File: src/sv/sbc_job_fifo.sv
`timescale 1ns / 1ps
// ----------------------------------------------------------------------------
// sbc_job_fifo
// Small register FIFO holding finished block sums for the back end.
// ----------------------------------------------------------------------------
module sbc_job_fifo #(
  parameter int WIDTH = 44,
  parameter int DEPTH = 2
) (
  input  logic             clk,
  input  logic             rst,
  input  logic             push,
  input  logic [WIDTH-1:0] wr_data,
  input  logic             pop,
  output logic             full,
  output logic             empty,
  output logic [WIDTH-1:0] rd_data
);
  localparam int PTR_W = (DEPTH > 1) ? $clog2(DEPTH) : 1;
  localparam int CNT_W = $clog2(DEPTH + 1);

  logic [WIDTH-1:0] mem [DEPTH];
  logic [PTR_W-1:0] wr_ptr;
  logic [PTR_W-1:0] rd_ptr;
  logic [CNT_W-1:0] fill;
  logic             do_push;
  logic             do_pop;

  assign full    = (fill == CNT_W'(DEPTH));
  assign empty   = (fill == '0);
  assign do_push = push && !full;
  assign do_pop  = pop && !empty;
  assign rd_data = mem[rd_ptr];

  always_ff @(posedge clk) begin
    if (do_push) begin
      mem[wr_ptr] <= wr_data;
    end
  end

  always_ff @(posedge clk) begin
    if (rst) begin
      wr_ptr <= '0;
      rd_ptr <= '0;
      fill   <= '0;
    end else begin
      if (do_push) begin
        wr_ptr <= (wr_ptr == PTR_W'(DEPTH - 1)) ? '0 : wr_ptr + 1'b1;
      end
      if (do_pop) begin
        rd_ptr <= (rd_ptr == PTR_W'(DEPTH - 1)) ? '0 : rd_ptr + 1'b1;
      end
      if (do_push && !do_pop) begin
        fill <= fill + 1'b1;
      end else if (do_pop && !do_push) begin
        fill <= fill - 1'b1;
      end
    end
  end
endmodule

File: config.mk
export PLATFORM = sky130hd
export DESIGN_NAME = sbc_job_fifo
export DESIGN_NICKNAME = d
export VERILOG_FILES = /design/src/sv/sbc_job_fifo.sv
export SDC_FILE = /design/constraint.sdc
export NUM_CORES = 1
export LEC_CHECK = 0
export BUFFER_PORTS_ARGS = -buffer_cell sky130_fd_sc_hd__buf_4
export CORE_MARGIN = 4
export CORE_UTILIZATION = 35
export DETAILED_ROUTE_END_ITERATION = 10
export GPL_TIMING_DRIVEN = 0
export SLEW_MARGIN = 20
export SYNTH_ARGS = -nofsm -noshare
export SYNTH_HDL_FRONTEND = slang
export SYNTH_SLANG_ARGS = --single-unit
File: constraint.sdc
create_clock -name clk -period 2.99 [get_ports clk]
set_input_delay 0.1495 -clock clk [delete_from_list [all_inputs] [get_ports clk]]
set_output_delay 0.1495 -clock clk [all_outputs]
set_load 0.02 [all_outputs]
==> impl_metrics.tcl <==
set metrics [dict create \
    vias_per_cell 4.36 \
    cts_buffer_depth 2 \
    antenna_cells_inserted 0 \
    clk_pin_slew_ps 80 \
    cts_tree "done" \
    fp.dieH_um 106 \
    tightestPinTransition_ps 630 \
    cpMaxStageDelayCell "mux2_2" \
    p_clk_share_pct 24.4 \
    outcome "finished clean" \
    htree_levels 3 \
    finClkSkew_ps 9.11 \
    p_switching_mw 1.11 \
    p_sw_share_pct 28.5 \
    comb_power_share_pct 32.5 \
    multiInputGateArea_sq_um 608 \
    hold_viol_final 0 \
    setup_tns_ps 0 \
    reg2reg_from "fill[0]" \
    synthFlopType "edfxtp_1" \
    drive_gt1_share_pct 50.3 \
    p_seq_share_pct 43.1 \
    nets 361 \
    reg2reg_slack_ps 1190 \
    post_cts_buffers 0 \
    worstHoldStart "push" \
    postSynth.asyncResetShare_pct 0 \
    synth_warnings 0 \
    synth.distinct_cells 14 \
    wire_per_inst_um 14.5 \
    first_pass_iters 4 \
    path_max_fanout 10 \
    root_buffer "clkbuf_8" \
    portBuffers 93 \
    track_usage_pct 12.0 \
    finalNonFillerCells 445 \
    antenna_found_initial 0 \
    cp-start-kind "register" \
    hold_class "primary input to register" \
    grt_pass1_wl_um 10400 \
    syn_area_per_cell_sq_um 20.9 \
    finalMaxSlewViolations 0 \
    drc 0 \
    leakage_nw 1.86 \
    power.density_nw_per_um2 789 \
    netlist_area_sq_um 3390 \
    max-slew-margin-rel_pct 58.0 \
    p_int_mw 2.79 \
    synth_nets 211 \
    dp.final_hpwl_um 3940 \
    cpMostUsedCell "buf_2" \
    grt_max_degree 45 \
    area_growth_pct 46.1 \
    clk_latency_ps 340 \
    regArea_sq_um 2740 \
    fp-row-count 35 \
    fin_crit_sh_pct 61.4 \
    yosysSeqAreaShare_pct 80.9 \
    num_vias 1939 \
    rsz0062_at_grt "false" \
    setup_viol 0 \
    cts_inserted_buffers 9 \
    crit_type "register to primary output" \
    core_region_area_sq_um 9330 \
    dp_cells 385 \
    max_freq_ghz 0.545 \
    slowest_delay_ps 380 \
    peakVddDrop_mv 0.401 \
    hold_path_end "wr_ptr" \
    final_cell_mix "buf_4 (96), edfxtp_1 (88), dlygate4sd3_1 (45)" \
    ff2ff_path_depth 4 \
    antenna_left 0 \
    cts-hold-fix-buffers 45 \
    worstReg2RegEnd "mem[0][41]" \
    ctsResizeCount 0 \
    endpoint_kind "primary output" \
    initial_core_util_pct 36.3 \
    final_common_cell "buf_4" \
    synthCells 162 \
    whs_ps 187 \
    ioPinCount 94 \
    fill_cells 791 \
    gr-total-overflow 0 \
    die_w_um 106 \
    hold_path_depth 4 \
    drtIter0Drc 55 \
    grt_pass1_vias 2180 \
    final.min_clock_period_ps 1830 \
    routabilityCongestion 0.711 \
    wl_um 6460 \
    crit_arrival_ps 1690 \
    maxCapViolCount 0 \
    required_ps 2840 \
    cts_num_sinks 93 \
    synth_edf_count 88 \
    worstPathCellList "buf_2, buf_2, mux2_2, buf_4" \
    synth_seq_cells 93 \
    die-area_sq_um 11300 \
]
==> per-layer routing <==
layer | GRT usage, % | wire length, um | vias up
met3 | 2.43 | 263 | 8
met1 | 14.3 | 2790 | 948
met2 | 20.8 | 3300 | 59
met5 | 0 | 0 | -
met4 | 5.27 | 102 | 0
li1 | - | - | 924
==> stage by stage <==
stage | setup slack [ps] | util [%] | area, sq um | total power, mW
6_report | 1160 | 53.1 | 4950 | 3.91
2_1_floorplan | 860 | - | 3390 | 2.45
3_3_place_gp | 153 | 45.5 | 4250 | 2.94
4_1_cts | 1080 | 53.1 | 4950 | 3.98
5_1_grt | 1020 | 53.1 | 4950 | 4.11
3_5_place_dp | 1150 | 45.8 | 4270 | 2.96
==> power by group through the flow <==
stage	Clock, mW	Combinational (mW)	Sequential, mW
floorplan	0	0.747	1.71
global placement	0	1.22	1.72
detailed placement	0	1.25	1.71
CTS	0.992	1.30	1.69
global route	1.04	1.37	1.70
finish	0.953	1.27	1.68
==> state kept, by name, indices dropped and copies added, names as in the netlist, named ones only <==
signal and flops:
fill 2, mem 88, rd_ptr 1, wr_ptr 1
==> critical path, delay by kind of cell (launching register included) <==
kind	cells	cell delay, ps
buffers and inverters	3	660
DFF	1	310
muxes	1	380
==> kinds of logic after synthesis <==
kind of cell               count (synthesis)  synth area share, %
and+or+nand+nor                            9                 1.37
xor gates and xnor gates                   3                0.776
AOI/OAI and AO/OA                          5                0.738
adders and majority gates                  1                0.369
DFF                                       93                 80.9
muxes                                     44                 14.6
buffers and inverters                      7                 1.18
==> cell type report <==
type / count / area share, %
Sequential cell: 93 / 55.4
Clock inverter: 4 / 1.97
Tap cell: 129 / 3.26
Inverter: 2 / 0.152
Timing Repair Buffer: 139 / 23.6
Buffer: 5 / 0.657
Multi-Input combinational cell: 62 / 12.3
Clock buffer: 11 / 2.65
==> worst max-delay path by stage <==
stage                 end  slack [ps]
2_1_floorplan   mem[1][0]         860
3_3_place_gp   mem[1][37]         150
3_5_place_dp   mem[0][37]        1150
4_1_cts        rd_data[5]        1080
5_1_grt        rd_data[5]        1020
6_report       rd_data[5]        1160
==> synth_stat cells (2+ instances only) <==
cell       n  share of area [%]
o21ai_0    3               0.44
or3_1      2               0.37
edfxtp_1  88                 78
xor2_1     3               0.78
nor2_1     5               0.55
inv_1      2               0.22
buf_4      3               0.66
buf_2      2               0.30
dfxtp_1    5                3.0
a21oi_1    2               0.30
mux2_2    44                 15
No activity file was read; power rests on OpenSTA's default activity.
