File: src/sv/sbc_pkg.sv
`timescale 1ns / 1ps
// ----------------------------------------------------------------------------
// sbc_pkg
// Shared types and constants for the strain bridge conditioner.
// ----------------------------------------------------------------------------
package sbc_pkg;

  localparam int SAMPLE_BITS_DEF = 12;
  localparam int SUM_BITS_DEF    = 28;

  localparam int CFG_W     = 16;
  localparam int CFG_IDX_W = 3;
  localparam int CNT_W     = 16;
  localparam int QUOT_W    = 32;
  localparam int GAUGE_W   = 32;
  localparam int STRAIN_W  = 32;

  // r3 * 1000 fits in 26 bits; 1e9 fits in 30 bits
  localparam int MILLI         = 1000;
  localparam int A_W           = 26;
  localparam int STRAIN_SCALE  = 1000000000;
  localparam int SCALE_W       = 30;

  localparam int JOB_FIFO_DEPTH = 2;

  localparam logic [CFG_W-1:0] ARM_A_RST        = 16'd350;
  localparam logic [CFG_W-1:0] ARM_B_RST        = 16'd350;
  localparam logic [CFG_W-1:0] REF_ARM_RST      = 16'd350;
  localparam logic [CFG_W-1:0] BLOCK_LEN_RST    = 16'd1000;
  localparam logic [CFG_W-1:0] GAUGE_FACTOR_RST = 16'd2155;

  typedef enum logic [CFG_IDX_W-1:0] {
    CFG_ARM_A        = 3'd0,
    CFG_ARM_B        = 3'd1,
    CFG_REF_ARM      = 3'd2,
    CFG_BLOCK_LEN    = 3'd3,
    CFG_GAUGE_FACTOR = 3'd4
  } cfg_index_t;

  typedef struct packed {
    logic [CFG_W-1:0] arm_a;
    logic [CFG_W-1:0] arm_b;
    logic [CFG_W-1:0] ref_arm;
    logic [CFG_W-1:0] block_len;
    logic [CFG_W-1:0] gauge_factor;
  } cfg_t;

  typedef struct packed {
    logic              done;
    logic              big;
    logic [QUOT_W-1:0] quotient;
  } div_result_t;

  typedef struct packed {
    logic [GAUGE_W-1:0]         gauge;
    logic signed [STRAIN_W-1:0] strain;
    logic                       is_ref;
    logic                       over;
  } result_t;

  typedef enum logic [1:0] {
    DV_IDLE,
    DV_CHECK,
    DV_RUN
  } div_state_t;

  typedef enum logic [4:0] {
    BK_IDLE,
    BK_FC,
    BK_K,
    BK_PROD,
    BK_SOLVE,
    BK_CHECK,
    BK_GLO,
    BK_GHI,
    BK_GSUM,
    BK_GSTART,
    BK_GWAIT,
    BK_REF,
    BK_ABS,
    BK_SMUL,
    BK_SSTART,
    BK_SWAIT,
    BK_OUT
  } back_state_t;

endpackage

File: src/sv/sbc_front.sv
`timescale 1ns / 1ps
// ----------------------------------------------------------------------------
// sbc_front
// Accepts samples, builds the block sum and hands finished blocks to the queue.
// ----------------------------------------------------------------------------
module sbc_front #(
  parameter int SAMPLE_BITS = 12,
  parameter int SUM_BITS    = 28
) (
  input  logic                       clk,
  input  logic                       rst,
  input  logic                       push,
  input  logic [SAMPLE_BITS-1:0]     sample,
  input  logic [sbc_pkg::CFG_W-1:0]  block_len,
  input  logic                       q_full,
  output logic                       full,
  output logic                       q_push,
  output logic [SUM_BITS-1:0]        q_sum,
  output logic [sbc_pkg::CNT_W-1:0]  q_cnt
);
  import sbc_pkg::*;

  logic [SUM_BITS-1:0] sample_sum;
  logic [CNT_W-1:0]    sample_count;
  logic [SUM_BITS-1:0] sum_next;
  logic [CNT_W-1:0]    count_next;
  logic [CFG_W-1:0]    limit;
  logic                accept;
  logic                block_end;

  assign full       = q_full;
  assign accept     = push && !q_full;
  assign sum_next   = sample_sum + SUM_BITS'(sample);
  assign count_next = sample_count + 1'b1;
  // zero length behaves as one sample per block
  assign limit      = (block_len == '0) ? CFG_W'(1) : block_len;
  assign block_end  = (count_next >= limit);

  assign q_push = accept && block_end;
  assign q_sum  = sum_next;
  assign q_cnt  = count_next;

  always_ff @(posedge clk) begin
    if (rst) begin
      sample_sum   <= '0;
      sample_count <= '0;
    end else if (accept) begin
      if (block_end) begin
        sample_sum   <= '0;
        sample_count <= '0;
      end else begin
        sample_sum   <= sum_next;
        sample_count <= count_next;
      end
    end
  end
endmodule

File: config.mk
export PLATFORM = sky130hd
export DESIGN_NAME = sbc_front
export DESIGN_NICKNAME = d
export VERILOG_FILES = /design/src/sv/sbc_pkg.sv /design/src/sv/sbc_front.sv
export SDC_FILE = /design/constraint.sdc
export NUM_CORES = 1
export LEC_CHECK = 0
export ABC_AREA = 1
export BUFFER_PORTS_ARGS = -buffer_cell sky130_fd_sc_hd__buf_4
export CAP_MARGIN = 20
export CORE_MARGIN = 2
export CORE_UTILIZATION = 46
export CTS_CLUSTER_SIZE = 16
export DETAILED_ROUTE_END_ITERATION = 10
export PLACE_DENSITY_LB_ADDON = 0.25
export SYNTH_ARGS = -nofsm -noshare
export SYNTH_HDL_FRONTEND = slang
export SYNTH_SLANG_ARGS = --single-unit
File: constraint.sdc
create_clock -name clk -period 5.7 [get_ports clk]
set_clock_uncertainty 0.15 [all_clocks]
set_input_delay 0.57 -clock clk [delete_from_list [all_inputs] [get_ports clk]]
set_output_delay 0.57 -clock clk [all_outputs]
set_load 0.05 [all_outputs]
==> results.sh <==
export IMPL_synth_xor_area_share_pct=4.190
export IMPL_totalNegativeSetupSlack_ns=0
export IMPL_p_switching_mw=0.3527
export IMPL_outcome="finished clean"
export IMPL_synthesis_area_um2=3762
export IMPL_start_util_pct=48.19
export IMPL_rsz0062_at_grt="no"
export IMPL_cts_sinks=44
export IMPL_die_h_um=94.44
export IMPL_drive_above_1_share_pct=15.30
export IMPL_drc_errors=0
export IMPL_maxCapViolations=0
export IMPL_die_area_um2=8919
export IMPL_synthTopCellsByArea="dfxtp_1, nand2_1, ha_1, inv_1, nand3_1"
export IMPL_critPathMaxFanout=9
export IMPL_drt_pass1_iter_count=5
export IMPL_syn_to_final_growth_pct=19.39
export IMPL_synth_top_family_by_area="simple AND/OR/NAND/NOR gates"
export IMPL_setup_viol=0
export IMPL_tightestPinTransition_ns=0.8934
export IMPL_path_class="register to output port"
export IMPL_drt_iter0_drc=166
export IMPL_rows=32
export IMPL_coreArea_um2=7807
export IMPL_io_buffers=77
export IMPL_cp_arrival_ns=2.99
export IMPL_max_stage_delay_ns=0.41
export IMPL_hold_violations=0
export IMPL_die_w_um=94.44
export IMPL_synth_cell_types=35
export IMPL_slew_headroom_pct=40.36
export IMPL_grt_usage_pct=21.89
export IMPL_synth_mux_area_share_pct=1.596
export IMPL_cts_hold_fix_buffers=0
export IMPL_htree_levels=2
export IMPL_yosys_area_share_adder_pct=10.18
export IMPL_pwr_share_comb_pct=38.5
export IMPL_syn_nets=682
export IMPL_ir_worst_vdd_v=0.00008724
export IMPL_yosysSeqAreaShare_pct=23.41
export IMPL_drtAntennaViolNets=0
export IMPL_synth_top_cell_by_area="dfxtp_1"
export IMPL_cp_start_kind="register"
export IMPL_cts_buffer_depth=2
export IMPL_power_frac_clock_pct=22.8
export IMPL_cts_buffers_inserted=5
export IMPL_path_clk_slew_ns=0.08
export IMPL_crit_path_cell_trace="ha_1, nand3_1, nor2_2, nand2_2, inv_2, nand2_2, nor2_2, xor2_1, ha_1, nand2_1, nor3_1, nand3_1, nand3_1, nand2_2, inv_1, buf_4"
export IMPL_wirelength_um=9500
export IMPL_pwr_share_seq_pct=38.7
export IMPL_cts_root_buf="clkbuf_8"
export IMPL_synth_warnings=0
export IMPL_fin_crit_ns=3.714
export IMPL_ys_seq_elements=44
export IMPL_synth_ff_type="dfxtp_1"
export IMPL_cp_slowest_cell="dfxtp_1"
export IMPL_pre_cts_ws_ns=2.331
export IMPL_period_share_pct=65.16
export IMPL_grt_pass1_wl_um=16050
export IMPL_fmax_mhz=269.3
export IMPL_place_gp_congestion=0.9020
export IMPL_async_reset_ff_share_pct=0
export IMPL_cts_resized=0
export IMPL_power_density_nw_per_um2=192.9
export IMPL_cp_end_kind="output port"
export IMPL_power_leakage_nw=2.368
export IMPL_p_int_mw=0.5137
export IMPL_syn_avg_cell_area_um2=6.068
export IMPL_tritoncts="yes"
export IMPL_grt_max_degree=50
export IMPL_clk_latency_ns=0.30
export IMPL_wl_per_cell_um=11.95
export IMPL_required_ns=4.98
export IMPL_place_hpwl_um=7432
export IMPL_route_detailed_vias_per_inst=5.047
export IMPL_synth_compound_area_share_pct=7.516
export IMPL_synth_edf_count=0
export IMPL_worst_slack_ns=1.986
export IMPL_synth_top_area_share_pct=23.41
export IMPL_dr_total_vias=4012
export IMPL_antenna_found_initial=0
export IMPL_n_antenna_cell=0
export IMPL_min_path_type="register to register"
export IMPL_overflow=0
export IMPL_report_final_slew_viol_count=0
export IMPL_synth_simple_area_share_pct=41.40
export IMPL_switching_share_pct=40.71
export IMPL_fin_nets=755
export IMPL_grt_pass1_vias=3783
export IMPL_num_io_pins=78
export IMPL_syn_inst=620
export IMPL_cts_setup_buffers=0
## final timing paths
path	slack [ns]	startpoint	cells past startpoint	end
worst max-delay path	1.99	sample_count[0]	16	q_push
worst min-delay path	0.32	sample_sum[0]	2	sample_sum[0]
worst max register to register	2.53	sample_count[0]	16	sample_sum[10]
worst min register to register	0.32	sample_sum[0]	2	sample_sum[0]
## placed cells by master (no fill, tap or decap), types with 5 or more instances in the layout
master	n
nand2_1	183
inv_1	92
buf_4	78
nor2_1	65
nand3_1	58
dfxtp_1	44
a21oi_1	30
ha_1	29
xor2_1	17
o21ai_0	13
nor3_1	10
and2_1	9
nand4_1	8
inv_2	6
mux2i_1	6
nor2_2	5
clkbuf_8	5
## metal layers
layer	wire, um	global-route usage (%)	part of all wire [%]
met1	4203	26.57	44
met3	432	2.953	4.5
met4	157	7.367	1.7
met5	0	0	0
met2	4706	39.64	50
## per-stage QoR
stage / power, mW / instance area [um2] / cells / util [%] / hold WS (ns)
after CTS: 0.8753 / 4492 / 795 / 57.53 / 0.3292
after global routing: 0.9147 / 4492 / 795 / 57.53 / 0.3616
after global placement: 0.6718 / 4410 / 788 / 56.49 / 0.3040
after detailed placement: 0.6765 / 4410 / 788 / 56.49 / 0.3159
final: 0.8663 / 4492 / 795 / 57.53 / 0.3228
after floorplan: 0.5813 / 3762 / 620 / - / 0.2939
## worst max-delay path, delay by kind of cell, from the launching register on
family / cells / cell delay, ns
buffers and inverters: 3 / 0.36
and+or+nand+nor: 10 / 1.27
xor gates and xnor gates: 1 / 0.27
DFF: 1 / 0.41
adders and majority gates: 2 / 0.39
## kinds of logic (layout without fill, tap and decap cells)
kind of cell    count (synthesis)  count (layout)
buf+inv                       112             185
compound gates                 53              53
xor+xnor                       18              18
fa+ha+maj                      30              30
mux                             6               6
simple gates                  357             357
flops                          44              44
## cells in the mapped netlist (4+ instances only)
library cell    n
nand2_1       183
inv_1          92
nor2_1         65
nand3_1        58
dfxtp_1        44
a21oi_1        30
ha_1           29
xor2_1         17
o21ai_0        13
nor3_1         10
and2_1          9
nand4_1         8
inv_2           6
mux2i_1         6
nor2_2          5
buf_2           4
buf_4           4
clkbuf_1        4
nand3b_1        4
nor4_1          4
o21ai_1         4
## power groups by stage
stage	registers, mW	clock network, mW	logic, mW
6_report	0.336	0.198	0.333
5_1_grt	0.338	0.212	0.365
4_1_cts	0.335	0.205	0.335
3_5_place_dp	0.342	0	0.334
3_3_place_gp	0.342	0	0.330
2_1_floorplan	0.339	0	0.242
## registers in the layout, indices dropped and copies added (netlist names)
name          count
sample_sum       28
sample_count     16
## area by class of cell
class	instances	area [um2]
clock inverters	2	12.51
multi-input cells	464	2441
inverters	100	375.4
clock buffers	5	68.82
flip-flops and latches	44	880.8
well taps	102	127.6
repair buffers	78	585.6
fillers	815	3316
No activity file was read; power rests on OpenSTA's default activity.
